<file path="src/hw/rtl/sse_pkg.sv">
// Package with the types, constants and rounding helpers of the serendipity shape evaluator.
`default_nettype none

package sse_pkg;

  localparam int FRAC_BITS = 14;
  localparam int ONE = 1 << FRAC_BITS;

  localparam int COORD_W = 16;
  localparam int CW = COORD_W + 2;
  localparam int PROD_W = 2 * CW;
  localparam int ACC_W = PROD_W - FRAC_BITS + 6;
  localparam int OUT_W = 17;

  localparam int LIM_RAW = 3 << FRAC_BITS;
  localparam int LIM = (LIM_RAW > 65535) ? 65535 : LIM_RAW;

  localparam int NODES = 8;
  localparam int NODE_W = $clog2(NODES);
  localparam int CNT_W = 4;
  localparam int MASK_W = 4;

  localparam int IN_DATA_W = 40;
  localparam int OUT_DATA_W = 56;

  // Must be a power of two so that the pointers wrap by themselves.
  localparam int QDEPTH = 2;
  localparam int QPTR_W = $clog2(QDEPTH);
  localparam int QCNT_W = $clog2(QDEPTH + 1);

  localparam logic MODE_LINE = 1'b0;
  localparam logic MODE_QUAD = 1'b1;

  localparam logic [CNT_W-1:0] LINE_NODES_2 = CNT_W'(2);
  localparam logic [CNT_W-1:0] LINE_NODES_3 = CNT_W'(3);
  localparam logic [CNT_W-1:0] QUAD_NODES_4 = CNT_W'(4);
  localparam logic [CNT_W-1:0] QUAD_NODES_8 = CNT_W'(8);

  typedef logic [NODES-1:0][ACC_W-1:0] acc_vec_t;

  typedef struct packed {
    logic             bad;
    logic [CNT_W-1:0] count;
    acc_vec_t         nv;
    acc_vec_t         dx;
    acc_vec_t         de;
  } item_t;

  typedef struct packed {
    logic              mode;
    logic [CNT_W-1:0]  count;
    logic [MASK_W-1:0] mask;
    logic              bad;
  } ctrl_t;

  // Scales a product of two coordinates by 2^-k and rounds half up to
  // FRAC_BITS+3 fraction bits.
  function automatic logic signed [ACC_W-1:0] term(input logic signed [PROD_W-1:0] p,
                                                   input int k);
    logic signed [PROD_W:0] t;
    t = (PROD_W+1)'(p) + ((PROD_W+1)'(1) <<< (FRAC_BITS - 4 + k));
    return ACC_W'(t >>> (FRAC_BITS - 3 + k));
  endfunction

  // Rounds a sum back to FRAC_BITS fraction bits and saturates it.
  function automatic logic signed [OUT_W-1:0] finish(input logic signed [ACC_W-1:0] acc);
    logic signed [ACC_W:0] t;
    logic signed [ACC_W:0] v;
    t = (ACC_W+1)'(acc) + (ACC_W+1)'(4);
    v = t >>> 3;
    if (v > (ACC_W+1)'(LIM)) begin
      return OUT_W'(LIM);
    end else if (v < -(ACC_W+1)'(LIM)) begin
      return -OUT_W'(LIM);
    end
    return OUT_W'(v);
  endfunction

endpackage

`default_nettype wire

</file>
<file path="src/hw/rtl/sse_back.sv">
// Back end: walks the nodes of the head item and drives one result word per cycle while the receiver takes words.
`default_nettype none

module sse_back (
  input  wire                           clk,
  input  wire                           rst,
  input  wire                           head_valid,
  input  wire sse_pkg::item_t           head,
  output logic                          pop,
  output logic                          m_tvalid,
  input  wire                           m_tready,
  output logic [sse_pkg::OUT_DATA_W-1:0] m_tdata,
  output logic                          m_tuser,
  output logic                          m_tlast
);
  import sse_pkg::*;

  logic [NODE_W-1:0] idx;
  logic emit, is_last;
  logic signed [OUT_W-1:0] nv_q, dx_q, de_q;

  assign emit = head_valid && (!m_tvalid || m_tready);
  assign is_last = (CNT_W'(idx) + CNT_W'(1)) == head.count;
  assign pop = emit && is_last;

  always_comb begin
    if (head.bad) begin
      nv_q = '0;
      dx_q = '0;
      de_q = '0;
    end else begin
      nv_q = finish($signed(head.nv[idx]));
      dx_q = finish($signed(head.dx[idx]));
      de_q = finish($signed(head.de[idx]));
    end
  end

  always_ff @(posedge clk) begin
    if (rst) begin
      idx <= '0;
      m_tvalid <= 1'b0;
    end else begin
      if (emit) begin
        m_tvalid <= 1'b1;
        idx <= is_last ? '0 : idx + NODE_W'(1);
      end else if (m_tready) begin
        m_tvalid <= 1'b0;
      end
    end
  end

  always_ff @(posedge clk) begin
    if (emit) begin
      m_tdata <= {{(OUT_DATA_W - NODE_W - 3 * OUT_W){1'b0}}, de_q, dx_q, nv_q,
                  head.bad ? NODE_W'(0) : idx};
      m_tuser <= head.bad;
      m_tlast <= is_last;
    end
  end

endmodule

`default_nettype wire
</file>
<file path="config.mk">
export PLATFORM = sky130hd
export DESIGN_NAME = sse_back
export DESIGN_NICKNAME = d
export VERILOG_FILES = /design/src/hw/rtl/sse_pkg.sv /design/src/hw/rtl/sse_back.sv
export SDC_FILE = /design/constraint.sdc
export NUM_CORES = 1
export LEC_CHECK = 0
export ABC_AREA = 1
export BUFFER_PORTS_ARGS = -buffer_cell sky130_fd_sc_hd__buf_2
export CORE_AREA = 2 2 287 289
export CTS_CLUSTER_SIZE = 24
export DETAILED_ROUTE_END_ITERATION = 8
export DIE_AREA = 0 0 289 291
export PLACE_DENSITY = 0.35
export REMOVE_ABC_BUFFERS = 1
export SETUP_SLACK_MARGIN = 0.2
export SYNTH_ARGS = -nofsm -noshare
export SYNTH_HDL_FRONTEND = slang
export SYNTH_SLANG_ARGS = --single-unit
</file>
<file path="constraint.sdc">
create_clock -name clk -period 6.7 [get_ports clk]
set_clock_uncertainty 0.05 [all_clocks]
set_input_delay 0 -clock clk [delete_from_list [all_inputs] [get_ports clk]]
set_output_delay 0 -clock clk [all_outputs]
set_load 0.02 [all_outputs]
</file>
; ---- After elaboration in Yosys (flattened, before gate mapping)
; Cells that the tools add are included.
[totals]
latchBits = 0
out_inout_bits = 60
input_bits = 681
mem_bits_rw = 0
wordCells = 50
romBits = 0
reg_bits = 60
mem_count = 0
[classes]
mul = 0
n_addsub = 5
mux = 27
n_div = 0
bitwise_logic = 0
reduce_logical = 5
n_eq_ne = 1
order_cmp = 7
shift = 0
[op_table]
columns = op, n
row1 = binary-select mux 28 bit (select 3 bit), 3
row2 = 2-to-1 mux 17 bit, 9
row3 = adder 28 x 4 -> 29 bit (second input constant), 3
row4 = 2-to-1 mux 28 bit, 3
row5 = > comparator 26 x 17 -> 1 bit (second input constant), 3
row6 = less-than comparator 26 x 17 -> 1 bit (second input constant), 3
row7 = 2-to-1 mux 1 bit, 11
row8 = adder 3 x 1 -> 4 bit (second input constant), 1
row9 = equality test 4 bit, 1
row10 = less-than comparator 3 x 4 -> 1 bit (second input constant), 1
row11 = adder 3 x 1 -> 3 bit (second input constant), 1
row12 = 2-to-1 mux 3 bit, 1
row13 = logical AND 1 bit, 2
row14 = nonzero test 2 bit, 1
row15 = zero test 1 bit, 1
row16 = logical OR 1 bit, 1

; ---- Depth between registers and ports, before layout
[logic_depth]
word_depth = 8
mapped_depth = 26
depth_no_buf = 23

; ---- Worst setup path after synthesis
; Ideal clock, no wire load.
[synth_path]
path_kind = reg2reg
from = register idx[0]
to = register m_tdata[16] in the netlist's numbering, data pin
stages_incl_launch_ff = 23
setup_slack_ns = 3.870
arrival_ns = 2.522
period_less_slack_ns = 2.830
cell_sequence = dfxtp_1 buf_6 inv_6 buf_8 buf_6 o21ai_1 nand2_1 nand2_1 nand2_1 ha_1 nand3_1 nor2_2 nand2_1 xor2_1 nand2_1 nor2_1 nand2_1 nand2_1 nand2_1 nand2_1 nand2_2 buf_6 nor2_2
[synth_via]
elab_chain_len = 8
[synth_rtl]
columns = item, line
row1 = from (decl), sse_back.sv:18  ; logic [NODE_W-1:0] idx;
row2 = from (signal assigned), sse_back.sv:45  ; idx <= is_last ? '0 : idx + NODE_W'(1);
row3 = binary-select mux 28 bit (select 3 bit) (*), sse_back.sv:32  ; nv_q = finish($signed(head.nv[idx]));
row4 = 2-to-1 mux 28 bit (not written as such) (*), sse_back.sv:32
row5 = adder 28 x 4 -> 29 bit (*), sse_pkg.sv:69  ; t = (ACC_W+1)'(acc) + (ACC_W+1)'(4);
row6 = less-than comparator 26 x 17 -> 1 bit, sse_pkg.sv:73  ; end else if (v < -(ACC_W+1)'(LIM)) begin
row7 = 2-to-1 mux 1 bit, sse_pkg.sv:73
row8 = 2-to-1 mux 1 bit, sse_pkg.sv:71  ; if (v > (ACC_W+1)'(LIM)) begin
row9 = 2-to-1 mux 1 bit, sse_back.sv:27  ; if (head.bad) begin
row10 = 2-to-1 mux 17 bit (*), sse_pkg.sv:76  ; return OUT_W'(v);
row11 = to (signal assigned), sse_back.sv:54  ; m_tdata <= {{(OUT_DATA_W - NODE_W - 3 * OUT_W){1'b0}}, de_q, dx_q, nv_q,
row12 = to (decl), sse_back.sv:12  ; output logic [sse_pkg::OUT_DATA_W-1:0] m_tdata,
; Mark *: on every way between the ends. The rest lies on a longest branch, timed or not. The select of a mux whose other input is x is not followed.
; A chain may end at the register's enable or synchronous reset.

; ---- Final worst setup path
[layout_path]
from = register idx[0]
to = register m_tdata[6] in the netlist's numbering, data pin
; The elaborated chain is that of the path after synthesis.

==> results.cfg <==
[global_routing]
grt_usage = 0.164
antenna_found_initial = 5
grt_max_degree = 138
grt_pass1_vias = 17200
grt_overflow_total = 0
grt_pass1_wl_um = 105000

[logic_synthesis]
synth_area_leaders = nand2_1 (30%), nand3_1 (13%), edfxtp_1 (13%)
synth-seq-cells = 60
yosysWarnings = 0
synth.avg_cell_area_sq_um = 4.86
yosysMostFrequentCell = nand2_1
yosys.area.top_type = nand2_1
syn_inst = 2692
synth_commonest_cells = nand2_1 (1052), inv_1 (406), nor2_1 (395)
ys_async_sr_fraction = 0
netlist.area_leader.share = 0.302
synth_area_sq_um = 13100
synth-edff-count = 56
yosys.cell_types.count = 38
ys.flop_type = edfxtp_1
ys_seq_area_frac = 0.135

[power]
power_switching_w = 0.00133
leakage_nw = 10.2
p_int_w = 0.00123
seq_power_share = 0.187
irDropWorstVdd_uv = 80.3
pwr-share-clk = 0.168
switching_share = 0.520
p_per_area_nw_per_um2 = 146
comb_power_share = 0.645

[worst_hold_path]
hp-start = head[672]
hp-class = input pin to register
min_delay_path_depth = 4
min_to = m_tlast

[place]
numPortBuffers = 690
place_inst = 4336
dpl_worst_slack_ns = 2.04
dp_hpwl_um = 59200
routabilityCongestion = 0.877

[job]
drv_cap = 0

[drt]
antenna_left = 0
drc = 0
vias = 17600
wl_per_cell_um = 16.5
routed_wl_um = 71900
firstDrtPassIters = 8
drt_iter0_markers = 955
vias_per_cell = 4.04

[sta]
period_share = 0.696
relSlewSlack = 0.437
setup_tns_ns = 0
worst_slack_ns = 2.03
rsz0062_at_grt = no
period_minus_slack_ns = 4.67
worst_pin_slew_ns = 0.844
setup_viol = 0
fmax_mhz = 214
finalHoldViolations = 0
holdWs_ns = 0.0354
slew_viol_final = 0

[clocking]
cts.sinks = 60
cts-root-buf = clkbuf_16
numCtsBuffers = 9
cts_tree = yes
clkLatencyLatePin_ns = 0.34
htreeDepth = 3
path_clk_slew_ns = 0.06
cts_max_path_buffers = 2
post_cts_buffers = 0

[run_status]
outcome = completed

[worst_setup_path]
startpoint_type = register
r2r_end = m_tdata[6]
crit_path_frequent_cell = nand2_1
worstSetupEndpointType = register
worstSetupPathType = register to register
required_ns = 6.72
timing.rr.start = idx[0]
crit_slowest_cell = dfxtp_4
critPathMaxFanout = 128
crit_path_max_incr_delay_ns = 0.86
rr_worst_depth = 20
rrSetupSlack_ns = 2.03
path_cells = inv_8 > buf_12 > nand2_1 > nand3_1 > nand3_1 > nand2_1 > nor2_2 > nand2_1 > nor2_4 > nand3_1 > nand2_1 > nand2_1 > nand3_1 > nor2_1 > nand2_1 > nand2_1 > nand2_1 > nand2_1 > nand2_2 > nor2_1
critical_path_arrival_ns = 4.69

[die]
die_area_sq_um = 84100
chipHeight_um = 291
rows = 105
die_w_um = 289
initial_core_util = 0.161
core_area_sq_um = 81200
io_pins = 741

[layout]
drive_gt1_frac = 0.243
synthToLayoutAreaGrowth_pct = 34.1
nets = 3966
stdcell_count = 4360
fin_util = 0.216
==> per-stage QoR <==
| step | cell area, sq um | power (W) |
|---|---|---|
| final | 17600 | 0.00256 |
| after global routing | 17600 | 0.00283 |
| after global placement | 17200 | 0.00217 |
| after CTS | 17600 | 0.00262 |
| after detailed placement | 17200 | 0.00216 |
| after floorplan | 12200 | 0.00152 |
==> cells by family (layout without fill, tap and decap cells) <==
group | after synthesis | after routing | synth area share
adder cells (fa/ha/maj) | 4 | 4 | 0.00382
buffers and inverters | 546 | 1139 | 0.185
AO/OA/AOI/OAI | 170 | 170 | 0.0667
AND/OR/NAND/NOR | 1887 | 1887 | 0.594
other | 1 | 6 | 0.000286
flip-flops | 60 | 60 | 0.135
XOR/XNOR | 24 | 24 | 0.0161
==> how the worst max path moves through the flow <==
stage	from	to	slack, ns
after floorplan	idx[0]	m_tdata[20]	-3.94
after global placement	idx[0]	m_tdata[21]	2.05
after detailed placement	idx[0]	m_tdata[22]	2.04
after CTS	idx[0]	m_tdata[22]	2.05
after global routing	idx[0]	m_tdata[23]	1.61
final	idx[0]	m_tdata[6]	2.03
==> flip-flops by register name, summed over array words and instances, names as in the netlist <==
register and cells:
m_tuser 1, m_tdata 54, idx 3, m_tlast 1, m_tvalid 1
==> layout make-up <==
class | instances | area, sq um
Sequential cell | 60 | 1770
Inverter | 411 | 1560
Clock buffer | 12 | 236
Multi-Input combinational cell | 2087 | 8920
Fill cell | 9842 | 63600
Timing Repair Buffer | 712 | 3700
Antenna cell | 4 | 10.0
Clock inverter | 4 | 26.3
Tap cell | 1070 | 1340
==> worst max-delay path, delay by kind of cell (launching register included) <==
family                 cells  cell delay, ns
AND/OR/NAND/NOR           18            2.53
buffers and inverters      2            0.68
flip-flops                 1            0.86
==> repair_timing <==
| action | 4_1_cts | 5_1_grt |
|---|---|---|
| resized for setup | 0 | 0 |
| hold buffers | 4 | 0 |
| endpoints found under the hold margin | 5 | 0 |
==> layout by cell type (no fill, tap or decap), types with 9 or more instances in the layout <==
cell type and count:
nor2_2 54, a21oi_1 19, edfxtp_1 56, nor2_1 395, o21ai_0 117, nand3_1 338
o21ai_1 23, buf_4 12, clkbuf_16 9, buf_2 690, nand4_1 23, nand2_1 1052
inv_1 404, xor2_1 20
==> power groups by stage <==
stage	Sequential (W)	Clock (W)	Combinational (W)
finish	0.000480	0.000430	0.00165
global route	0.000484	0.000471	0.00188
CTS	0.000480	0.000455	0.00168
detailed placement	0.000488	0	0.00167
global placement	0.000487	0	0.00168
floorplan	0.000569	0	0.000956
==> per-layer routing <==
metal / part of all wire / GRT usage
met1: 0.47 / 0.218
met2: 0.48 / 0.285
met3: 0.041 / 0.0198
met4: 0.014 / 0.0287
met5: 0.00018 / 0
Power figures use the tool's default switching activity.
