## src/hw/rtl/sse_pkg.sv

```systemverilog
// Package with the types, constants and rounding helpers of the serendipity shape evaluator.
`default_nettype none

package sse_pkg;

  localparam int FRAC_BITS = 14;
  localparam int ONE = 1 << FRAC_BITS;

  localparam int COORD_W = 16;
  localparam int CW = COORD_W + 2;
  localparam int PROD_W = 2 * CW;
  localparam int ACC_W = PROD_W - FRAC_BITS + 6;
  localparam int OUT_W = 17;

  localparam int LIM_RAW = 3 << FRAC_BITS;
  localparam int LIM = (LIM_RAW > 65535) ? 65535 : LIM_RAW;

  localparam int NODES = 8;
  localparam int NODE_W = $clog2(NODES);
  localparam int CNT_W = 4;
  localparam int MASK_W = 4;

  localparam int IN_DATA_W = 40;
  localparam int OUT_DATA_W = 56;

  // Must be a power of two so that the pointers wrap by themselves.
  localparam int QDEPTH = 2;
  localparam int QPTR_W = $clog2(QDEPTH);
  localparam int QCNT_W = $clog2(QDEPTH + 1);

  localparam logic MODE_LINE = 1'b0;
  localparam logic MODE_QUAD = 1'b1;

  localparam logic [CNT_W-1:0] LINE_NODES_2 = CNT_W'(2);
  localparam logic [CNT_W-1:0] LINE_NODES_3 = CNT_W'(3);
  localparam logic [CNT_W-1:0] QUAD_NODES_4 = CNT_W'(4);
  localparam logic [CNT_W-1:0] QUAD_NODES_8 = CNT_W'(8);

  typedef logic [NODES-1:0][ACC_W-1:0] acc_vec_t;

  typedef struct packed {
    logic             bad;
    logic [CNT_W-1:0] count;
    acc_vec_t         nv;
    acc_vec_t         dx;
    acc_vec_t         de;
  } item_t;

  typedef struct packed {
    logic              mode;
    logic [CNT_W-1:0]  count;
    logic [MASK_W-1:0] mask;
    logic              bad;
  } ctrl_t;

  // Scales a product of two coordinates by 2^-k and rounds half up to
  // FRAC_BITS+3 fraction bits.
  function automatic logic signed [ACC_W-1:0] term(input logic signed [PROD_W-1:0] p,
                                                   input int k);
    logic signed [PROD_W:0] t;
    t = (PROD_W+1)'(p) + ((PROD_W+1)'(1) <<< (FRAC_BITS - 4 + k));
    return ACC_W'(t >>> (FRAC_BITS - 3 + k));
  endfunction

  // Rounds a sum back to FRAC_BITS fraction bits and saturates it.
  function automatic logic signed [OUT_W-1:0] finish(input logic signed [ACC_W-1:0] acc);
    logic signed [ACC_W:0] t;
    logic signed [ACC_W:0] v;
    t = (ACC_W+1)'(acc) + (ACC_W+1)'(4);
    v = t >>> 3;
    if (v > (ACC_W+1)'(LIM)) begin
      return OUT_W'(LIM);
    end else if (v < -(ACC_W+1)'(LIM)) begin
      return -OUT_W'(LIM);
    end
    return OUT_W'(v);
  endfunction

endpackage

`default_nettype wire

```

## src/hw/rtl/sse_queue.sv

```systemverilog
// Short queue of computed items between the front end and the result sequencer.
`default_nettype none

module sse_queue (
  input  wire                 clk,
  input  wire                 rst,
  input  wire                 push,
  input  wire sse_pkg::item_t in_item,
  output logic                q_ready,
  output logic                head_valid,
  output sse_pkg::item_t      head,
  input  wire                 pop
);
  import sse_pkg::*;

  item_t mem [QDEPTH];
  logic [QPTR_W-1:0] wr_ptr, rd_ptr;
  logic [QCNT_W-1:0] count;

  assign q_ready = (count != QCNT_W'(QDEPTH));
  assign head_valid = (count != '0);
  assign head = mem[rd_ptr];

  always_ff @(posedge clk) begin
    if (rst) begin
      wr_ptr <= '0;
      rd_ptr <= '0;
      count <= '0;
    end else begin
      if (push) begin
        wr_ptr <= wr_ptr + QPTR_W'(1);
      end
      if (pop) begin
        rd_ptr <= rd_ptr + QPTR_W'(1);
      end
      if (push && !pop) begin
        count <= count + QCNT_W'(1);
      end else if (pop && !push) begin
        count <= count - QCNT_W'(1);
      end
    end
  end

  always_ff @(posedge clk) begin
    if (push) begin
      mem[wr_ptr] <= in_item;
    end
  end

endmodule

`default_nettype wire

```

## config.mk

```make
export PLATFORM = sky130hd
export DESIGN_NAME = sse_queue
export DESIGN_NICKNAME = d
export VERILOG_FILES = /design/src/hw/rtl/sse_pkg.sv /design/src/hw/rtl/sse_queue.sv
export SDC_FILE = /design/constraint.sdc
export NUM_CORES = 1
export LEC_CHECK = 0
export BUFFER_PORTS_ARGS = -buffer_cell sky130_fd_sc_hd__buf_2
export CAP_MARGIN = 20
export CORE_AREA = 2 2 529 531
export DETAILED_ROUTE_END_ITERATION = 10
export DIE_AREA = 0 0 531 533
export PLACE_DENSITY = 0.33
export SYNTH_ARGS = -nofsm -noshare
export SYNTH_HDL_FRONTEND = slang
export SYNTH_SLANG_ARGS = --single-unit
```

## constraint.sdc

```tcl
create_clock -name clk -period 44.1 [get_ports clk]
set_input_delay 8.82 -clock clk [delete_from_list [all_inputs] [get_ports clk]]
set_output_delay 8.82 -clock clk [all_outputs]
set_load 0.01 [all_outputs]
```

* Word level (Yosys, flattened, before mapping)
Memories as Yosys holds them, arrays and structs flattened. A register that Yosys moved wholly into a read port is not among the register bits.
Cells that the tools add are included.
** Cells by class
- Add/sub/neg operators :: 4
- Muxes and demuxes :: 6
- Reductions and logical operators :: 6
- Eq/ne operators :: 1
** Operators by type and width (count)
- $mux 1 :: 4
- $mux 2 :: 2
- $reduce_bool 2->1 :: 2
- $add 1x1->1 const B :: 2
- $add 2x1->2 const B :: 1
- $logic_and 1x1->1 :: 2
- $logic_not 1->1 :: 2
- $ne 2x2->1 const B :: 1
- $sub 2x1->2 const B :: 1
** Word-level totals
- Bits in registers :: 4
- Memories kept :: 1
- Word-level logic and storage cells :: 21
- Output and inout port bits :: 679
- RAM bits :: 1354
** Memories
- mem :: words 2, bits a word 677, rd ports 1, clocked after memory_dff 1, wr ports 1, RTL line sse_queue.sv:16 : item_t mem [QDEPTH];

* Logic depth before layout (Yosys ltp)
Gate-level depths: netlist (run 1).
- Depth after elaboration :: 4
- Depth in mapped cells :: 5
- Mapped depth without buffers :: 5

* Least setup slack after synthesis (run 1)
OpenSTA, ideal clock, no wires.
- Path type :: in2reg
- Start point :: in push
- End point :: mem mem[0][0] in the netlist's numbering (enable)
- Stages on the path :: 1
- Setup slack :: 4465 ps
- Path buffers :: 0
- Data arrival time :: 37818 ps
- Cell sequence :: nor2b_1
** Between the ends
- Cells in the longest elaborated chain, start to end :: 2
** RTL lines
- start: declaration :: RTL line sse_queue.sv:7 : input wire push,
- $mux 1 :: RTL line sse_queue.sv:45 : if (push) begin
- $mux 1 (not written as such) :: RTL line sse_queue.sv:46 : mem[wr_ptr] <= in_item;
- end: declaration :: RTL line sse_queue.sv:16
Every way passes these cells.

==> impl_results.md, run 1 <==
* Status: complete, no violations
* Number of vias per cell at 3.54
* Setup_tns at 0 ps
* Kind of end point of the critical path: output port
* Seq/Total Area, Yosys at between 80% and 90%
* Area of the mapped netlist at 50,500 sq um
* Number of buffers on the longest clock path at 4
* CTS tree: yes
* Worst Min Path Start: rd_ptr
* CTS clock-pin slew for the worst setup and hold paths at 50 ps
* Worst IR Drop VDD at 0.0000302 V
* DRT iter0 DRCs at 1,280
* Max Fclk at ~66 MHz
* Beginning of the worst register-to-register path: wr_ptr
* Final setup fails at 0
* Top Ports at 1,360
* Buffers inserted during post-CTS setup optimization at 0
* Maximum number of pins on one net before global-route repair at 136
* Most common library cell in the layout ignoring fill and taps: buf_2
* Worst-Skew Late Latency at 810 ps
* Synthesized Nets at 2,810
* Final std cell area, no fill at 66,600 sq um
* Initial Utilization at 18.2%
* Fraction of layout instances using a drive strength above 1 at 55.9%
* Min-delay worst type: reg -> reg
* Number of DRC violations after detailed routing at 0
* Areal power density over the cells at 47.7 nW/um^2
* Wire length of the first global-routing pass at 237,000 um
* Xor/xnor cell area share of the yosys netlist at 0.0694%
* Area share of and/or/nand/nor cells after synthesis at 0.0918%
* Critical path data required time at 35,280 ps
* Commonest non-fill, non-tap cells in the layout: 1,359 x buf_2, 1,354 x edfxtp_1, 300 x mux2_4, 200 x mux2_1, 177 x mux2_2
* Number of H-tree levels at 4
* Clock buffers created by TritonCTS at 169
* Worst slew margin relative to its limit at 28.4%
* Die Wd at about 530 um
* DP Area at 61,400 sq um
* Vias in the first global route at around 28k
* Overflow left after global routing at 0
* Mux cell area share after synthesis at approximately 17%
* Synthesis-to-layout area growth at 32.1%
* Layout Cells excl Fill at roughly 7.5k
* Synth Area per Inst at 23.7 sq um
* Fillers at 28.9k
* Yosys cell types at 20
* Setup Skew at 26.1 ps
* Gate count after technology mapping at 2,128
* Post-synthesis register bit count at 1,359
* Wire length reported by the detailed router at 179,000 um
* Critical Path Source Type: register
* Leakage dissipation at 24.5 nW
* Hold buffer count at CTS at 0
* Number of antenna violations at the first check in global routing at between 150 and 200
* Nets at 4,299
* Yosys synthesis warning count at 0
* Final worst path period need at around 15,000 ps
* Crit path kind: reg -> out
* Detailed-routing iteration count for the pre-antenna-repair pass at 4
* Routed wire length per instance at 23.8 um
* Clock power frac at 40.3%
* Die Area at around 280,000 sq um
* Adder and majority gate portion of the synthesized area at 0.0248%
* Number of hold violations in the final report at 0
* Post-route antenna net violation count at 0
* Vertical die dimension at about 530 um
* Net switching power at 0.777 mW
* Final Wtd Congestion at between 0.7 and 0.8
* Half-perimeter wire length after placement at 135,000 um
* Crit path DAT at 6410 ps
* Slew at the pin closest to its max-slew limit at 1070 ps
* Portion of total power attributed to combinational logic at ~11%
* Total routing usage reported by global routing at 12.0%
* Area of the core at 278,000 sq um
* Resized cells post-CTS at 0
* Via count at 26.6k
* Standard-cell rows at 194
* Max-slew violation count at 0
* Max capacitance violation total at 0
* Sw Ratio at 24.4%
* Final cycle utilization of the critical path at 34.5%
* Root cell of the clock tree: clkbuf_16
* Largest family of logic cells by synthesized area: multiplexers
* IO buf count at 1,359
* Internal power contribution at 2.40 mW
* Compound-Gate Fraction of Synth Area at less than 1%
* RSZ-0062 raised after global routing: false
* Biggest fanout along the worst timing path at 60
* Placed Cells at 7,169
* Sink Count at 1,359
* Register share of total power at 48.3%
==> power by group through the flow <==
stage | registers, mW | clock network (mW) | logic, mW
global route | 1.54 | 1.38 | 0.392
CTS | 1.53 | 1.34 | 0.375
global placement | 1.56 | 0 | 0.373
floorplan | 1.63 | 0 | 0.196
detailed placement | 1.56 | 0 | 0.374
finish | 1.53 | 1.28 | 0.362
==> worst paths after layout <==
check,endpoint,slack [ps],cells past startpoint
max,head[249],28870,7
min,rd_ptr,510,2
max reg2reg,mem[1][176],38700,7
min reg2reg,rd_ptr,510,2
==> routing by layer <==
metal  vias up  share of wire [%]  GRT usage, %
li1      11634                  -             -
met1     13069                 35          12.3
met2      1319                 48          20.7
met3       497                 13          7.23
met4       106                3.0          3.17
met5         -               0.38             0
==> cells in the mapped netlist, drive strengths merged <==
cell    number  area (sq um)
a21oi        1          5.00
and2         1          6.26
nand2b       1          6.26
mux2       677          8750
xor2         2          17.5
buf         75           837
nor2b        1          6.26
or3          1          6.26
inv          1          3.75
xnor2        2          17.5
nor2         4          15.0
ha           1          12.5
dfxtp        5           100
o21ai        1          5.00
or2          1          6.26
edfxtp    1354         40700
==> sequential cells by signal, indices dropped and copies added (netlist names), named ones only <==
signal  flops
rd_ptr      1
wr_ptr      1
mem      1354
count       2
==> critical path: stages, from the launching register on <==
cell and delay, ps:
dfxtp_4 770, buf_4 770, buf_4 780, buf_4 770
buf_4 870, buf_4 820, mux2_1 400, buf_2 150
==> kinds of logic after synthesis <==
family | Yosys count
flops | 1359
compound gates | 2
mux | 677
fa+ha+maj | 1
buf+inv | 76
simple gates | 9
xor+xnor | 4
==> per-stage QoR <==
| stage | hold slack [ps] | total power, mW | setup slack [ps] | utilization [%] |
|---|---|---|---|---|
| floorplan | 461 | 1.82 | 4460 | - |
| global placement | 490 | 1.93 | 29450 | 22.1 |
| detailed placement | 500 | 1.93 | 29420 | 22.1 |
| CTS | 509 | 3.24 | 28510 | 23.9 |
| global route | 550 | 3.31 | 28320 | 23.9 |
| finish | 512 | 3.18 | 28870 | 24.0 |
==> area by class of cell <==
type	instances	area, sq um	area share, %
clock buffer	205	4430	6.65
tap	3724	4660	6.99
antenna	64	160	0.240
inverter	1	3.75	0.00563
sequential	1359	40800	61.2
timing repair buffer	1393	7130	10.7
clock inverter	91	616	0.924
multi-input combinational	693	8860	13.3
Power figures use the tool's default switching activity.
==> run 2, diff against run 1 <==
--- a/config.mk
+++ b/config.mk
@@ -5,12 +5,13 @@
 export SDC_FILE = /design/constraint.sdc
 export NUM_CORES = 1
 export LEC_CHECK = 0
+export ABC_AREA = 1
 export BUFFER_PORTS_ARGS = -buffer_cell sky130_fd_sc_hd__buf_2
 export CAP_MARGIN = 20
 export CORE_AREA = 2 2 529 531
 export DETAILED_ROUTE_END_ITERATION = 10
 export DIE_AREA = 0 0 531 533
-export PLACE_DENSITY = 0.33
+export PLACE_DENSITY = 0.34
 export SYNTH_ARGS = -nofsm -noshare
 export SYNTH_HDL_FRONTEND = slang
 export SYNTH_SLANG_ARGS = --single-unit
==> constraint.sdc (replaced) <==
create_clock -name clk -period 13.8 [get_ports clk]
set_input_delay 2.76 -clock clk [delete_from_list [all_inputs] [get_ports clk]]
set_output_delay 2.76 -clock clk [all_outputs]
set_load 0.01 [all_outputs]
==> run 2 against run 1 <==
  * Critical path type unchanged
  * Register-to-register slack worse by 29000 ps
  * Sequential share of layout area about the same
  * Final cell count about the same
  * Critical endpoint is now head[148]
  * Sequential power rose to 3.2 times the previous value
  * Global-route usage up 0.44 points
  * Count of clock-buffer cells in the layout up 6
  * Power rose to 3.2 times the previous value
  * Die area unchanged
==> impl_results.md, run 2 <==
* Status: complete, no violations
* Max-slew violation count at 0 (unchanged)
* Standard-cell rows at 194 (unchanged)
* Cell count along the critical path at 5 (-2)
* Top Registers: mem: 1354 flops, count: 2 flops
* Vias in the first global route at 27.4k (-2.6%)
* Number of flops mapped to enable cells by yosys at 1,354 (unchanged)
* Clock buffers created by TritonCTS at 170 (+0.59%)
* Max capacitance violation total at 0 (unchanged)
* Yosys cell types at 18 (-10%)
* Nets at 4,306 (+0.16%)
* Kind of cell with the highest combined delay on the critical path: buffers and inverters
* Worst slew margin relative to its limit at 9.10% (-19 points)
* Worst-Skew Late Latency at 830 ps (+20 ps)
* Largest cells by area after synthesis: edfxtp_1 81%, mux2_4 8.9%, mux2_1 4.5%
* Worst path slowest cell: dfxtp_4
* Post-route antenna net violation count at 0 (unchanged)
* Number of antenna violations at the first check in global routing at 206 (+8.4%)
* Setup Skew at 47.6 ps (+21.5 ps)
* Number of DRC violations after detailed routing at 0 (unchanged)
* Hold-critical path depth at 2 (unchanged)
* Die Area at 283,000 sq um (unchanged)
* Slew at the pin closest to its max-slew limit at 1360 ps (+289 ps)
* Synthesized Nets at 2,821 (+0.39%)
* Root cell of the clock tree: clkbuf_16
* Initial Utilization at 18.2% (about the same)
* Area share of the leading cell type in the synthesized netlist at 80.6% (about the same)
* Area of the mapped netlist at 50,500 sq um (about the same)
* Kind of end point of the critical path: output port
* Wire length reported by the detailed router at 186,000 um (+3.6%)
* Final cycle utilization of the critical path at 50.3%
* Share of flip-flops with an asynchronous set or reset at 0% (unchanged)
* Most numerous cell types in the synthesized netlist: 1,354 x edfxtp_1, 300 x mux2_4, 200 x mux2_1, 177 x mux2_2, 37 x buf_6
* DRT iter0 DRCs at 1,535 (+20%)
* Min-delay worst type: reg -> reg
* Critical path buffers and inverters at 4 (-2)
* Seq/Total Area, Yosys at 80.8% (about the same)
* Routed wire length per instance at 24.7 um (+3.5%)
* Count of cells along the worst register-to-register path at 5 (-2)
* Biggest area consumer among synthesized cells: edfxtp_1
* Half-perimeter wire length after placement at 141,000 um (+4.2%)
* CTS clock-pin slew for the worst setup and hold paths at 50 ps (about the same)
* CTS tree: yes
* Die Wd at 531 um (unchanged)
* RSZ-0062 raised after global routing: false
* Chain of cells forming the critical path: buf_12, buf_4, buf_4, mux2_4, buf_2
* Max Fclk at between 100 and 150 MHz
* Setup_tns at 0 ps (unchanged)
* Buffers inserted during post-CTS setup optimization at 0 (unchanged)
* Areal power density over the cells at 151 nW/um^2 (+220%)
* Hold buffer count at CTS at 0 (unchanged)
* Leakage dissipation at 24.5 nW (about the same)
* Synth Area per Inst at 23.6 sq um (-0.48%)
* Worst IR Drop VDD at 0.0000987 V (+230%)
* Vertical die dimension at 533 um (unchanged)
* Final setup fails at 0 (unchanged)
* Register ranked first by flip-flop count: mem
* Final worst path period need at 6940 ps
* Cell repeated most along the worst path: buf_4
* Number of flip-flops in the largest register at 1,354 (unchanged)
* Layout Cells excl Fill at 7,532 (+0.027%)
* Yosys synthesis warning count at 0 (unchanged)
* CP peak stage delay at 810 ps (-60 ps)
* Crit path DAT at 4180 ps (-2230 ps)
* Critical Path Source Type: register
* Commonest non-fill, non-tap cells in the layout: 1,359 x buf_2, 1,354 x edfxtp_1, 300 x mux2_4, 200 x mux2_1, 177 x mux2_2
* Critical path data required time at 11,040 ps (-24,240 ps)
* Synthesis-to-layout area growth at 32.1% (about the same)
* Placed Cells at 7,176 (+0.098%)
* Number of vias per cell at 3.56 (+0.69%)
* Sink Count at 1,359 (unchanged)
* Biggest fanout along the worst timing path at 100 (+67%)
* Area of the core at 278,000 sq um (unchanged)
* Top Ports at 1,360 (unchanged)
* Total routing usage reported by global routing at 12.5% (+0.44 points)
* Number of buffers on the longest clock path at 4 (unchanged)
* Most common library cell in the layout ignoring fill and taps: buf_2
* Fraction of layout instances using a drive strength above 1 at 55.3% (-0.59 points)
* Detailed-routing iteration count for the pre-antenna-repair pass at 6 (+2)
* Gate count after technology mapping at 2,139 (+0.52%)
* Most repeated cell in the gate-level netlist after synthesis: edfxtp_1
* Maximum number of pins on one net before global-route repair at 127 (-6.6%)
* IO buf count at 1,359 (unchanged)
* Number of H-tree levels at 4 (unchanged)
* Crit path kind: reg -> out
* Number of hold violations in the final report at 0 (unchanged)
* Via count at 26.8k (+0.72%)
* Final Wtd Congestion at 0.773 (-2.7%)
* Resized cells post-CTS at 0 (unchanged)
* Overflow left after global routing at 0 (unchanged)
* Post-synthesis register bit count at 1,359 (unchanged)
* Wire length of the first global-routing pass at 242,000 um (+2.3%)
* Synth Flop Type: edfxtp_1
[run 2: changes by cell type after synthesis, sizes merged]
cell	delta
inv	+8
nand2	+7
xor2	-2
and2	-1
nand2b	-1
nand3	+1
nand4	+1
nor2	+1
nor2b	-1
nor3	+1
or2	-1
or3	-1
xnor2	-1
[run 2: final timing paths]
path / startpoint / to / slack, ps
max: register / head[148] / 6860
min: rd_ptr / register / 510
max reg2reg: wr_ptr / mem[1][198] / 10010
min reg2reg: rd_ptr / register / 510
[run 2: logic make-up (layout without fill, tap and decap cells)]
group	Yosys count	count (layout)	share of synthesized area, %
compound gates	2	2	0.0198
buf+inv	84	1689	1.73
flops	1359	1359	80.8
other cells	0	64	0
fa+ha+maj	1	1	0.0248
simple gates	15	15	0.121
mux	677	677	17.3
xor+xnor	1	1	0.0174
[run 2: metrics by stage]
| stage | hold slack [ps] | instance area [sq um] | util [%] | power [mW] | worst slack, ps |
|---|---|---|---|---|---|
| floorplan | 480 | 50500 | - | 5.58 | 372 |
| global placement | 498 | 61500 | 22.1 | 6.08 | 7450 |
| detailed placement | 503 | 61500 | 22.1 | 6.09 | 7490 |
| CTS | 517 | 66500 | 23.9 | 10.3 | 6640 |
| global route | 576 | 66600 | 23.9 | 10.5 | 6560 |
| finish | 514 | 66700 | 24.0 | 10.1 | 6860 |
[run 2: worst register-to-register path: stages, from the launching register on]
cell        delay, ps
dfxtp_1           390
nand2_1           110
clkinvlp_4        560
buf_12            500
buf_12            990
buf_12            650
[run 2: routing by layer]
metal  track usage [%]  routed length [um]  up-vias  part of all wire, %
li1                  -                   -    11669                    -
met1              13.4               68000    13212                   37
met2              21.3               89500     1352                   48
met3              6.78               22800      490                   12
met4              2.95                4760       94                  2.6
met5                 0                 607        -                 0.33
[run 2: area by class of cell]
cell class                 count  area, sq um
antenna                       64          160
clock buffer                 211         4450
clock inverter                81          583
fill                       28910       211000
inverter                       9         37.5
multi-input combinational    696         8850
sequential                  1359        40800
tap                         3724         4660
timing repair buffer        1388         7160
[run 2: report_power, final]
group,switching [mW],internal [mW]
Combinational,0.655,0.465
Sequential,0.0519,4.79
Clock,1.73,2.39
Total,2.44,7.65
==> run 3, diff against run 2 <==
--- a/config.mk
+++ b/config.mk
@@ -11,7 +11,7 @@
 export CORE_AREA = 2 2 529 531
 export DETAILED_ROUTE_END_ITERATION = 10
 export DIE_AREA = 0 0 531 533
-export PLACE_DENSITY = 0.34
+export PLACE_DENSITY = 0.33
 export SYNTH_ARGS = -nofsm -noshare
 export SYNTH_HDL_FRONTEND = slang
 export SYNTH_SLANG_ARGS = --single-unit
==> constraint.sdc (replaced) <==
create_clock -name clk -period 7 [get_ports clk]
set_input_delay 1.4 -clock clk [delete_from_list [all_inputs] [get_ports clk]]
set_output_delay 1.4 -clock clk [all_outputs]
set_load 0.01 [all_outputs]
==> run 3 against run 2 <==
  * First-iteration DRC count shrank 13%
  * Die area is the same
  * Power rose by 98%
  * Hold slack better by 3.3 ps
  * Register-to-register slack got worse by 5600 ps
  * Sequential share of layout area fell by 0.28 points
  * Clock power rose by 100%
  * Clock skew is 5.2 ps lower
  * Non-clock buffer count increased by 25
  * Count of clock-buffer cells in the layout grew 8
  * Critical path depth shrank 2
  * Routed wire length shrank 0.95%
  * Critical path type unchanged
==> impl_results.md, run 3 (synthesized netlist as in run 2, its figures left out) <==
* Max capacitance violation total at 0 (unchanged)
* Register share of total power at 47.8% (-0.3 points)
* Worst-Skew Late Latency at 800 ps (-30 ps)
* Wire length reported by the detailed router at 184,000 um (-0.95%)
* Cell count along the critical path at 3 (-2)
* Setup Skew at 42.5 ps (-5.15 ps)
* Critical path buffers and inverters at 2 (-2)
* Post-route antenna net violation count at 0 (unchanged)
* Vias in the first global route at 28.1k (+2.7%)
* Area occupied by registers at 40,800 sq um (unchanged)
* Number of buffers on the longest clock path at 4 (unchanged)
* Fraction of layout instances using a drive strength above 1 at 55.8% (+0.46 points)
* Critical Path Source Type: register
* Crit path kind: reg -> out
* Post-Route Utilization at 24.1% (+0.11 points)
* Chain of cells forming the critical path: buf_12, mux2_4, buf_2
* Number of hold violations in the final report at 0 (unchanged)
* Overflow left after global routing at 0 (unchanged)
* Layout Cells excl Fill at 7,555 (+0.31%)
* Sw Ratio at 24.2% (+0.089 points)
* DRT iter0 DRCs at 1,339 (-13%)
* Commonest non-fill, non-tap cells in the layout: 1,359 x buf_2, 1,354 x edfxtp_1, 300 x mux2_4, 200 x mux2_1, 177 x mux2_2
* Worst Min Path Start: rd_ptr
* Sink Count at 1,359 (unchanged)
* Min-delay worst type: reg -> reg
* Kind of end point of the critical path: output port
* Hold-critical path depth at 2 (unchanged)
* Detailed-routing iteration count for the pre-antenna-repair pass at 5 (-1)
* Area of the core at 278,000 sq um (unchanged)
* Net switching power at 4.85 mW (+99%)
* Critical path data required time at 5600 ps (-5440 ps)
* CTS tree: yes
* Maximum number of pins on one net before global-route repair at 124 (-2.4%)
* Hold slack at 517 ps (+3.26 ps)
* Status: complete, no violations
* Nets at 4,331 (+0.58%)
* Total routing usage reported by global routing at 12.4% (-0.064 points)
* Beginning of the worst register-to-register path: wr_ptr
* Biggest fanout along the worst timing path at 119 (+19%)
* Top Ports at 1,360 (unchanged)
* Number of antenna violations at the first check in global routing at 206 (unchanged)
* Buffers inserted during post-CTS setup optimization at 0 (unchanged)
* Worst slew margin relative to its limit at 25.8% (+17 points)
* Standard-cell rows at 194 (unchanged)
* Root cell of the clock tree: clkbuf_16
* Crit path DAT at 3250 ps (-930 ps)
* Areal power density over the cells at 298 nW/um^2 (+97%)
* Worst path slowest cell: dfxtp_4
* Kind of cell with the highest combined delay on the critical path: buffers and inverters
* Die Wd at 531 um (unchanged)
* Internal power contribution at 15.1 mW (+98%)
* M3 GR Usage at 6.39% (-0.39 points)
* Most common library cell in the layout ignoring fill and taps: buf_2
* Slew at the pin closest to its max-slew limit at 1110 ps (-251 ps)
* Fillers at 29.0k (+0.24%)
* Leakage dissipation at 24.7 nW (+0.82%)
* Max Fclk at 215 MHz
* Number of flip-flops in the largest register at 1,354 (unchanged)
* Top Registers: mem: 1354 flops, count: 2 flops
* IO buf count at 1,359 (unchanged)
* Final cycle utilization of the critical path at 66.4%
* Clock buffers created by TritonCTS at 170 (unchanged)
* Number of vias per cell at 3.56 (about the same)
* Vertical die dimension at 533 um (unchanged)
* Initial Utilization at 18.2% (unchanged)
* Die Area at 283,000 sq um (unchanged)
* Grt met1 use at 13.7% (+0.31 points)
* Hold buffer count at CTS at 0 (unchanged)
* Routed wire length per instance at 24.4 um (-1.3%)
* Final worst path period need at 4650 ps
* Worst IR Drop VDD at 0.000163 V (+65%)
* Clock power frac at 41.1% (+0.3 points)
* Total area of multi-input combinational cells at 8870 sq um (+0.18%)
* Met2 Use GR at 21.1% (-0.21 points)
* Max-slew violation count at 0 (unchanged)
* CTS clock-pin slew for the worst setup and hold paths at 50 ps (about the same)
* Resized cells post-CTS at 0 (unchanged)
* Final Wtd Congestion at 0.807 (+4.4%)
* CP peak stage delay at 860 ps (+50 ps)
* Placed Cells at 7,201 (+0.35%)
* Count of cells along the worst register-to-register path at 4 (-1)
* Register ranked first by flip-flop count: mem
* Synthesis-to-layout area growth at 32.7%
* Half-perimeter wire length after placement at 137,000 um (-2.4%)
* Via count at 26.9k (+0.29%)
* Number of H-tree levels at 4 (unchanged)
* RSZ-0062 raised after global routing: false
* Final setup fails at 0 (unchanged)
* Most crowded layer after global routing: met2
* Number of DRC violations after detailed routing at 0 (unchanged)
* Wire length of the first global-routing pass at 243,000 um (+0.13%)
* Portion of total power attributed to combinational logic at 11.1% (about the same)
## run 3: final timing paths
| kind | end | slack, ps |
|---|---|---|
| worst min register to register | rd_ptr | 520 |
| worst min-delay path | rd_ptr | 520 |
| worst max-delay path | head[170] | 2350 |
| worst max register to register | mem[1][146] | 4440 |
## run 3: layout make-up
class,count,share of cell area [%]
multi-input combinational,696,13.2
clock inverter,85,0.874
inverter,9,0.0747
tap,3724,6.96
timing repair buffer,1413,11.0
sequential,1359,60.9
clock buffer,219,6.75
antenna,50,0.187
## run 3: power groups by stage
stage / Sequential, mW / Clock, mW / Combinational (mW)
final: 9.55 / 8.22 / 2.22
after global routing: 9.58 / 8.84 / 2.40
after CTS: 9.55 / 8.56 / 2.31
after detailed placement: 9.72 / 0 / 2.30
after global placement: 9.71 / 0 / 2.30
after floorplan: 9.83 / 0 / 1.17
## run 3: worst min-delay path, stage by stage (launching register included)
cell and delay, ps:
dfxtp_1 320, xnor2_1 90, nor2_1 80
## run 3: routing by layer
layer / vias to the layer above / share of wire [%]
li1: 11689 / -
met1: 13270 / 38
met2: 1333 / 48
met3: 492 / 12
met4: 110 / 2.6
met5: - / 0.37
## run 3: metrics by stage
step | power, mW | worst slack (ps) | instance area [sq um] | setup TNS (ps)
global route | 20.8 | 2130 | 66900 | 0
finish | 20.0 | 2350 | 67000 | 0
floorplan | 11.0 | -5050 | 50500 | -6693660
global placement | 12.0 | 3050 | 61700 | 0
detailed placement | 12.0 | 3090 | 61700 | 0
CTS | 20.4 | 2150 | 66800 | 0
